## config.mk

```make
export PLATFORM = sky130hd
export DESIGN_NAME = mi4_front
export DESIGN_NICKNAME = d
export VERILOG_FILES = /design/src/hw/rtl/mi4_pkg.sv /design/src/hw/rtl/mi4_front.sv
export SDC_FILE = /design/constraint.sdc
export NUM_CORES = 1
export LEC_CHECK = 0
export BUFFER_PORTS_ARGS = -buffer_cell sky130_fd_sc_hd__buf_4
export CAP_MARGIN = 20
export CORE_ASPECT_RATIO = 1.1
export CORE_MARGIN = 2
export CORE_UTILIZATION = 40
export DETAILED_ROUTE_END_ITERATION = 16
export MAX_ROUTING_LAYER = met4
export PLACE_DENSITY_LB_ADDON = 0.1
export SLEW_MARGIN = 20
export SYNTH_ARGS = -nofsm -noshare
export SYNTH_HDL_FRONTEND = slang
export SYNTH_SLANG_ARGS = --single-unit
```

## constraint.sdc

```tcl
create_clock -name clk -period 3.6 [get_ports clk]
set_input_delay 0.36 -clock clk [delete_from_list [all_inputs] [get_ports clk]]
set_output_delay 0.36 -clock clk [all_outputs]
set_load 0.01 [all_outputs]
```

## src/hw/rtl/mi4_pkg.sv

```systemverilog
package mi4_pkg;

  // Default number of fraction bits of the fixed-point elements.
  localparam int FRAC_BITS_DEF = 16;

  localparam int ELEM_W  = 32;
  localparam int ADDR_W  = 4;
  // A product of an element and one 33-bit limb.
  localparam int LIMB_W  = 33;
  localparam int PROD_W  = ELEM_W + LIMB_W;
  // A 2x2 minor, a 3x3 cofactor and the determinant, all held exactly.
  localparam int MINOR_W = 65;
  localparam int COF_W   = 97;
  localparam int ACC_W   = 131;
  // Quotient bits produced by the restoring divider.
  localparam int QBITS   = 33;

  localparam int QUEUE_DEPTH = 4;
  localparam int QPTR_W      = 2;

  localparam logic [ADDR_W-1:0] LAST_ADDR = 4'd15;

  typedef struct packed {
    logic signed [ELEM_W-1:0] element;
    logic [ADDR_W-1:0]        addr;
  } q_entry_t;

  typedef struct packed {
    logic     valid;
    q_entry_t entry;
  } q_head_t;

  typedef enum logic [3:0] {
    B_LOAD,
    B_RD_E,
    B_RD_W,
    B_MUL,
    B_ACC,
    B_STORE,
    B_DET,
    B_DIV_INIT,
    B_DIV_BIG,
    B_DIV_STEP,
    B_FIN,
    B_OUT
  } back_state_t;

  // The n-th index of 0..3 once the index skip is struck out.
  function automatic logic [1:0] other_idx(input logic [1:0] skip, input logic [1:0] n);
    return (n < skip) ? n : n + 2'd1;
  endfunction

endpackage

```

## src/hw/rtl/mi4_front.sv

```systemverilog
module mi4_front (
  input  logic                clk,
  input  logic                rst,
  input  logic signed [31:0]  element,
  input  logic                element_valid,
  output logic                element_ready,
  input  logic                pop,
  output mi4_pkg::q_head_t    head
);
  import mi4_pkg::*;

  logic [ADDR_W-1:0] load_count;
  q_entry_t          queue [QUEUE_DEPTH];
  logic [QPTR_W-1:0] wr_ptr;
  logic [QPTR_W-1:0] rd_ptr;
  logic [QPTR_W:0]   fill;
  logic              push;

  assign element_ready = (fill != (QPTR_W+1)'(QUEUE_DEPTH));
  assign push          = element_valid && element_ready;

  always_ff @(posedge clk) begin
    if (rst) begin
      load_count <= '0;
      wr_ptr     <= '0;
      rd_ptr     <= '0;
      fill       <= '0;
    end else begin
      if (push) begin
        load_count <= load_count + 1'b1;
        wr_ptr     <= wr_ptr + 1'b1;
      end
      if (pop) begin
        rd_ptr <= rd_ptr + 1'b1;
      end
      fill <= fill + (QPTR_W+1)'(push) - (QPTR_W+1)'(pop);
    end
  end

  // Each element is tagged with its place in the matrix.
  always_ff @(posedge clk) begin
    if (push) begin
      queue[wr_ptr] <= '{element: element, addr: load_count};
    end
  end

  assign head.valid = (fill != '0);
  assign head.entry = queue[rd_ptr];

endmodule

```

==> results.txt, run 1 <==
# IOs: 74
Via-to-Cell Ratio: 4.883
Final setup viols: 0
# resized after CTS: 0
Final ANT Viol Nets: 0
Worst endpoint data arrival time: 2250 ps
Pin count of the biggest net entering global routing: 37
Avg Cell Area, Syn: 22.92 um2
Sequential fraction of the synthesis area: 77.82%
PortBufs: 73
Synth top area cells: edfxtp_1, mux4_2, dfxtp_1, mux4_1, ha_1
# DRC: 0
Pre-antenna DRT Iters: 4
CTS Buffer Depth: 2
GRT Util Overall: 14.51%
Slew at the pin closest to its max-slew limit: 991.5 ps
H-tree levels: 4
Commonest cells after routing, fill and taps aside: edfxtp_1, buf_4, mux4_2
# clock sinks: 157
NumNets Final: 388
Endpoint type of the worst setup path: output pin
Layout Cells excl Fill: 549
Max_cap viols: 0
Initial Utilization: 40.94%
Gpl congestion: 0.6746
1st-iter DRT viols: 241
Most common cell after layout, fill and taps aside: edfxtp_1
Worst-Skew Late Latency: 420 ps
Syn Inst Count: 257
Final Skew: 5.889 ps
Final hold violations: 0
CTS tree: yes
Global-route wire length before repair: 16080 um
Mapped Area: 0.005891 mm2
Die H: 131.3 um
Setup Fix Bufs, Post-CTS: 0
WL/cell: 18.50 um
CP required: 3240 ps
Die Wd: 119.7 um
Setup TNS: 0 ps
Vias in the first global route: 2916
Setup CP Type: flop to output pin
Hold Path Depth: 1
Post-layout min period: 2608 ps
Syn-to-layout area delta: 21.39%
#FFs+latches synth: 157
Status: complete, no violations
Placeable Area: 0.01439 mm2
Num rows: 46
Leak: 2.460 nW
Inserted Clock Buffers: 17
Crit path launch type: flop
Clk slew on worst S/H paths: 60 ps
Dominant cell type by area after synthesis: edfxtp_1
Worst VDD drop: 322.6 uV
Hold buffers post-CTS: 0
# diodes: 0
CTS Root Cell: clkbuf_16
R2R cell count: 10
Die footprint: 0.01571 mm2
Remaining Overflow, GRT: 0
Syn_nets: 301
Crit Path Max Fanout: 31
Post-synthesis cell type count: 26
Fmax: 383.4 MHz
Top-area cell type share of the netlist area: 73.41%
Hold crit path type: input pin to flop
Power per Cell Area: 625.4 mW/mm2
Cell Count Post-Placement: 517
YS warnings: 0
Layout cells sized above 1: 40.62%
RSZ-0062 raised after global routing: no
Max-slew headroom: 33.90%
Via count: 2681
Initial antenna violation count: 0
Max-slew violation count: 0
Post-DP HPWL: 5832 um
Final period util: 72.45%
Routed WL: 10150 um
worst paths after layout:
kind | from | endpoint | slack [ps]
worst max-delay path | flop | head[1] | 990
worst max register to register | fill[2] | fill[2] | 1220
worst min-delay path | element[23] | queue[1][27] | 140
worst min register to register | wr_ptr[1] | wr_ptr[1] | 510
cell type report:
class,instances,area (um2)
Sequential cell,157,4587
Multi-Input combinational cell,82,1175
Tap cell,192,240.2
Clock inverter,14,103.9
Fill cell,1226,7238
Clock buffer,18,429.2
Timing Repair Buffer,78,585.6
Inverter,8,30.03
worst max-delay path, cell delays in order (launching register included):
cell and delay [ps]:
dfxtp_2 440, buf_4 550, mux4_1 640, buf_4 160
cell usage after synthesis:
master	n
a21oi_1	5
and2_1	4
buf_12	3
buf_2	3
buf_6	2
clkbuf_1	1
clkbuf_2	1
dfxtp_1	13
edfxtp_1	144
fa_1	1
ha_1	7
inv_1	8
mux2i_1	1
mux4_1	6
mux4_2	30
nand2_1	2
nand2b_1	2
nand3b_1	1
nand4_1	1
nor2_1	5
nor2b_1	2
nor3b_2	1
o21ai_0	5
or3_1	5
xnor2_1	3
xor2_1	1
per-stage QoR:
stage	util, %	cell area, um2	setup slack (ps)	hold WS [ps]	total power, W
finish	49.70	7151	991.9	140.9	0.004472
detailed placement	45.99	6618	1247	510.0	0.002936
global route	49.70	7151	844.5	124.8	0.004671
CTS	49.70	7151	892.8	118.4	0.004545
floorplan	-	5891	1429	431.6	0.002650
global placement	45.99	6618	1356	506.6	0.002928
power breakdown:
part	internal [W]	total, W	switching, W	leakage [nW]
Clock	0.000934	0.00159	0.000659	0.258
Combinational	0.000324	0.000632	0.000308	0.761
Sequential	0.00218	0.00225	0.0000680	1.44
sequential cells by signal, summed over array words and instances (netlist names), named ones only:
name	cells
load_count	4
queue	144
wr_ptr	2
rd_ptr	2
fill	3
cells by family after synthesis:
logic type / count (synthesis) / share of synthesized area (%)
xor+xnor: 4 / 0.5948
mux: 37 / 14.32
flops: 157 / 77.83
fa+ha+maj: 8 / 1.827
simple gates: 23 / 2.273
compound gates: 10 / 0.8495
buf+inv: 18 / 2.315
layer usage:
metal | track usage (%) | wire [um] | vias to the layer above | share of wire (%)
met5 | - | 0 | - | 0
met4 | 6.667 | 187 | 0 | 1.8
met3 | 4.340 | 417 | 12 | 4.1
met2 | 23.11 | 5301 | 57 | 52
met1 | 17.01 | 4248 | 1379 | 42
li1 | - | - | 1233 | -
Note: power is estimated with default switching activity, not from simulation.
==> inputs of run 2 (changes only) <==
Clock period 3.6 ns to 2.5 ns, I/O delays scaled along.
==> results.txt, run 2 (synthesis gave the netlist of run 1 again) <==
Die H: 131.3 um (unchanged)
NumNets Final: 392 (+1.0%)
Power per Cell Area: 955.9 mW/mm2 (+53%)
Initial antenna violation count: 0 (unchanged)
Syn-to-layout area delta: 25.51%
Post-layout min period: 2033 ps
Switching Fraction: 21.98% (-1.2 points)
Gpl congestion: 0.6975 (+3.4%)
Final hold violations: 0 (unchanged)
# diodes: 0 (unchanged)
Pin count of the biggest net entering global routing: 37 (unchanged)
PortBufs: 73 (unchanged)
Max_cap viols: 0 (unchanged)
Via-to-Cell Ratio: 4.946 (+1.3%)
CP required: 2250 ps (-990 ps)
Final Skew: 4.779 ps (-1.110 ps)
CTS Root Cell: clkbuf_16
Initial Utilization: 40.94% (unchanged)
Hold buffers post-CTS: 0 (unchanged)
Crit path launch type: flop
Fmax: 491.9 MHz
Leak: 2.567 nW (+4.4%)
Die Wd: 119.7 um (unchanged)
Max-slew violation count: 0 (unchanged)
Via count: 2735 (+2.0%)
Final period util: 81.31%
Final ANT Viol Nets: 0 (unchanged)
WL/cell: 18.53 um (+0.20%)
Top Registers: queue (144), load_count (4), fill (3)
Seq pwr share: 45.4% (-4.9 points)
Worst endpoint data arrival time: 1780 ps (-470 ps)
Final setup viols: 0 (unchanged)
Worst-Skew Late Latency: 420 ps (about the same)
Setup Fix Bufs, Post-CTS: 0 (unchanged)
H-tree levels: 4 (unchanged)
Vias in the first global route: 2952 (+1.2%)
# clock sinks: 157 (unchanged)
P_int: 0.005514 W (+60%)
Inserted Clock Buffers: 17 (unchanged)
Fin util: 51.38% (+1.7 points)
Most common cell after layout, fill and taps aside: edfxtp_1
Max-slew headroom: 81.91% (+48 points)
GRT Util Overall: 14.53% (about the same)
Comb pwr share: 13.9% (-0.2 points)
Worst VDD drop: 480.0 uV (+49%)
Commonest cells after routing, fill and taps aside: edfxtp_1, buf_4, mux4_2
CTS tree: yes
1st-iter DRT viols: 129 (-46%)
Layout Cells excl Fill: 553 (+0.73%)
Hold crit path type: input pin to flop
Slew at the pin closest to its max-slew limit: 271.0 ps (-720.6 ps)
Status: complete, no violations
Placeable Area: 0.01439 mm2 (unchanged)
Setup TNS: 0 ps (unchanged)
Endpoint type of the worst setup path: output pin
Remaining Overflow, GRT: 0 (unchanged)
Crit Path Max Fanout: 25 (-19%)
Power, Total: 0.007067 W (+58%)
Global-route wire length before repair: 16230 um (+0.90%)
# resized after CTS: 0 (unchanged)
Die footprint: 0.01571 mm2 (unchanged)
RSZ-0062 raised after global routing: no
Layout cells sized above 1: 41.27% (+0.66 points)
Clk slew on worst S/H paths: 60 ps (about the same)
Max reg flops: 144 (unchanged)
Num rows: 46 (unchanged)
Power share of the clock group: 40.6% (+5.0 points)
Cell Count Post-Placement: 521 (+0.77%)
Largest register by flop count: queue
Post-DP HPWL: 5852 um (+0.34%)
CTS Buffer Depth: 2 (unchanged)
Sw power: 0.001553 W (+50%)
Setup CP Type: flop to output pin
# IOs: 74 (unchanged)
# DRC: 0 (unchanged)
Pre-antenna DRT Iters: 5 (+1)
Routed WL: 10250 um (+0.93%)
==> run 2: cell types whose count changed in the layout (fill, tap and decap cells not counted) <==
cell and change:
clkinvlp_4 -4, clkinv_1 +1, clkinv_4 +6, buf_12 +6
buf_4 -2, bufinv_16 +5, clkinv_2 -7, clkbuf_1 -1
==> run 2: power groups by stage <==
| stage | clock network (W) | logic (W) | registers (W) |
|---|---|---|---|
| finish | 0.00287 | 0.000984 | 0.00321 |
| global route | 0.00304 | 0.00108 | 0.00323 |
| CTS | 0.00294 | 0.00102 | 0.00321 |
| detailed placement | 0 | 0.00101 | 0.00327 |
| global placement | 0 | 0.00101 | 0.00325 |
| floorplan | 0 | 0.000569 | 0.00325 |
==> run 2: layer usage <==
layer / global-route usage, % / vias up / share of wire, %
li1: - / 1240 / -
met1: 17.01 / 1423 / 42
met2: 22.83 / 58 / 52
met3: 4.644 / 14 / 4.5
met4: 6.863 / 0 / 2.1
met5: - / - / 0
==> run 2: final cells by class <==
| class | count | area, um2 |
|---|---|---|
| timing repair buffer | 82 | 690.7 |
| clock buffer | 17 | 425.4 |
| clock inverter | 15 | 245.2 |
| multi-input combinational | 82 | 1175 |
| inverter | 8 | 30.03 |
| fill | 1184 | 6995 |
| sequential | 157 | 4587 |
| tap | 192 | 240.2 |
==> run 2: worst max-delay path: stages (launching register included) <==
cell	delay, ps
dfxtp_2	350
buf_12	230
mux4_1	610
buf_4	170
==> run 2: worst paths after layout <==
path,startpoint,endpoint,slack (ps),cells after the start
max reg2reg,fill[2],fill[2],500,10
min reg2reg,wr_ptr[1],wr_ptr[1],520,2
max,flop,head[35],470,3
min,element[11],queue[1][15],30,1
==> run 2: stage by stage <==
| step | instance area [um2] | hold WS, ps | setup WS (ps) |
|---|---|---|---|
| floorplan | 5891 | 321.6 | 329.2 |
| global placement | 6723 | 450.0 | 538.8 |
| detailed placement | 6723 | 453.3 | 495.4 |
| CTS | 7393 | 9.249 | 417.5 |
| global route | 7393 | 9.891 | 302.4 |
| finish | 7393 | 27.89 | 467.2 |
==> inputs of run 3 (changes only) <==
Settings changed: ABC_AREA set to 1.
Clock period 2.5 ns to 2 ns, I/O delays scaled along.
==> results.txt, run 3 <==
Status: complete, no violations
Final ANT Viol Nets: 0 (unchanged)
Hold crit path type: input pin to flop
CP required: 1800 ps (-450 ps)
Layout Cells excl Fill: 760 (+37%)
Register Area: 0.004586 mm2 (about the same)
P_int: 0.006505 W (+18%)
CTS Root Cell: clkbuf_16
Leak: 2.804 nW (+9.2%)
Fill cell count: 1267 (+7.0%)
Global-route wire length before repair: 19870 um (+22%)
Worst setup margin: 95.46 ps (-371.7 ps)
Worst hold slack: 90.31 ps (+62.42 ps)
CTS tree: yes
Fmax: 525.1 MHz
Setup CP Type: flop to output pin
Via count: 3760 (+37%)
Syn_nets: 478 (+59%)
Max-slew headroom: 78.88% (-3.0 points)
Sw power: 0.002075 W (+34%)
RSZ-0062 raised after global routing: yes
Post-Synth Adder-Cell Area: 1.802% (-0.024 points)
Crit Path Max Fanout: 20 (-20%)
PortBufs: 73 (unchanged)
Main combinational cell family by area after synthesis: compound AO/OA/AOI/OAI gates
Dominant cell type by area after synthesis: edfxtp_1
Routed WL: 12280 um (+20%)
Initial antenna violation count: 0 (unchanged)
# IOs: 74 (unchanged)
Final instance area: 0.007749 mm2 (+4.8%)
YS warnings: 0 (unchanged)
Initial Utilization: 41.17% (+0.23 points)
Final setup viols: 0 (unchanged)
Cell Count Post-Placement: 695 (+33%)
Final Skew: 7.530 ps (+2.751 ps)
FFs w/ async S/R, synth: 0% (unchanged)
Top-area cell type share of the netlist area: 72.42% (-0.98 points)
Max_cap viols: 0 (unchanged)
Switching Fraction: 24.19% (+2.2 points)
Worst VDD drop: 682.1 uV (+42%)
GRT Util Overall: 16.85% (+2.3 points)
Mapped Area: 0.005971 mm2 (+1.4%)
Top Registers: queue (144), load_count (4), fill (3)
Synth cell count leaders: edfxtp_1, nor2_1, o21ai_1
Top FF cell, synth: edfxtp_1
Most frequent cell after synthesis: edfxtp_1
Most common cell after layout, fill and taps aside: edfxtp_1
Remaining Overflow, GRT: 0 (unchanged)
NumNets Final: 599 (+53%)
# DRC: 0 (unchanged)
Worst-Skew Late Latency: 410 ps (about the same)
Simple-Gate Fraction of Synth Area: 7.293% (+5.0 points)
EDFF count, synth: 144 (unchanged)
Placeable Area: 0.01450 mm2 (+0.80%)
Post-synthesis mux area share: 0% (-14 points)
Die Wd: 120.5 um (+0.66%)
Seq pwr share: 48.1% (+2.7 points)
WL/cell: 16.16 um (-13%)
Post-layout min period: 1905 ps
Post-DP Area: 0.006840 mm2 (+1.7%)
Pin count of the biggest net entering global routing: 39 (+5.4%)
Syn-to-layout area delta: 29.78%
Post-DP HPWL: 7064 um (+21%)
Max incr delay on CP: 360 ps (-250 ps)
Post-synthesis cell type count: 22 (-15%)
Inserted Clock Buffers: 17 (unchanged)
Worst endpoint data arrival time: 1700 ps (-80 ps)
Comb pwr share: 16.0% (+2.1 points)
Die H: 132.1 um (+0.66%)
Power per Cell Area: 1107 mW/mm2 (+16%)
Num rows: 46 (unchanged)
Die footprint: 0.01592 mm2 (+1.3%)
Slew at the pin closest to its max-slew limit: 316.6 ps (+45.63 ps)
#FFs+latches synth: 157 (unchanged)
CTS Buffer Depth: 2 (unchanged)
Sequential fraction of the synthesis area: 76.78% (-1.0 points)
Synth top area cells: edfxtp_1, nor2_1, dfxtp_1, o21ai_1, o22ai_1
Multi-input gate area: 0.001219 mm2 (+3.7%)
Synth Area in XOR/XNOR: 0.1467% (-0.45 points)
Pre-antenna DRT Iters: 4 (-1)
1st-iter DRT viols: 248 (+92%)
CP max stage cell: dfxtp_1
Max-slew violation count: 0 (unchanged)
Commonest cells after routing, fill and taps aside: edfxtp_1, nor2_1, buf_4
Avg Cell Area, Syn: 13.76 um2 (-40%)
Power share of the clock group: 35.9% (-4.7 points)
Pre-CTS setup slack: 233.7 ps (-261.7 ps)
Compound-gate portion of the synthesized area: 10.67% (+9.8 points)
Largest register by flop count: queue
Syn Inst Count: 434 (+69%)
Endpoint type of the worst setup path: output pin
Vias in the first global route: 3806 (+29%)
Final hold violations: 0 (unchanged)
Max reg flops: 144 (unchanged)
H-tree levels: 4 (unchanged)
Clk slew on worst S/H paths: 60 ps (about the same)
# diodes: 0 (unchanged)
Cells along the critical path: clkinv_2, buf_12, o21ai_1, o22ai_1, buf_4
Via-to-Cell Ratio: 4.947 (about the same)
Crit path launch type: flop
Final period util: 95.23%
Layout cells sized above 1: 22.01% (-19 points)
# clock sinks: 157 (unchanged)
Setup TNS: 0 ps (unchanged)
Gpl congestion: 0.7397 (+6.1%)
==> run 3: changes by cell type after synthesis, sizes merged, moves of 4 or more <==
cell | previous run | this run
mux4 | 36 | 0
buf | 8 | 22
nor2 | 5 | 91
o21ai | 5 | 77
nand2 | 2 | 16
inv | 8 | 18
o22ai | 0 | 36
and2 | 4 | 0
or3 | 5 | 0
==> run 3: worst paths after layout <==
kind                 startpoint            end  slack, ps  cells past startpoint
setup / recovery           flop       head[15]        100                      5
hold / removal    element_valid  load_count[2]         90                      3
setup reg to reg        fill[1]        fill[2]        240                     10
hold reg to reg       rd_ptr[1]      rd_ptr[1]        430                      1
==> run 3: power groups by stage <==
stage                     clock (W)  sequential, W  combinational, W
after floorplan                   0        0.00417          0.000715
after global placement            0        0.00418           0.00134
after detailed placement          0        0.00419           0.00135
after CTS                   0.00315        0.00413           0.00141
after global routing        0.00330        0.00416           0.00154
final                       0.00308        0.00413           0.00137
==> run 3: cell families (layout without fill, tap and decap cells) <==
group                    Yosys count  after routing
buffers and inverters             41            175
adder cells (fa/ha/maj)            8              8
AO/OA/AOI/OAI                    117            117
XOR/XNOR                           1              1
flip-flops                       157            157
AND/OR/NAND/NOR                  110            110
==> run 3: stage by stage <==
stage | utilization (%) | power, W
2_1_floorplan | - | 0.004886
3_3_place_gp | 47.16 | 0.005520
3_5_place_dp | 47.16 | 0.005546
4_1_cts | 53.37 | 0.008685
5_1_grt | 53.42 | 0.008991
6_report | 53.42 | 0.008581
==> run 3: cell type report <==
| type | count | area share [%] |
|---|---|---|
| flip-flops and latches | 157 | 59.18 |
| clock inverters | 11 | 1.599 |
| clock buffers | 21 | 5.684 |
| multi-input cells | 236 | 15.73 |
| well taps | 192 | 3.100 |
| inverters | 19 | 1.001 |
| repair buffers | 124 | 13.71 |
==> run 3: what timing repair did <==
action                     4_1_cts  5_1_grt
buffers inserted                 0        0
gates resized for setup          2        2
hold buffers                    33        0
hold endpoints to repair       132        0
setup endpoints to repair        2       10
==> run 3: layer usage <==
metal / track usage [%] / up-vias / share of wire (%)
li1: - / 1838 / -
met1: 21.45 / 1825 / 47
met2: 26.40 / 81 / 48
met3: 3.676 / 16 / 3.5
met4: 6.589 / 0 / 1.5
met5: - / - / 0
==> run 3: critical path, delay by kind of cell (launching register included) <==
family                 cells  cell delay, ps
buffers and inverters      3             700
flip-flops                 1             360
AO/OA/AOI/OAI              2             220
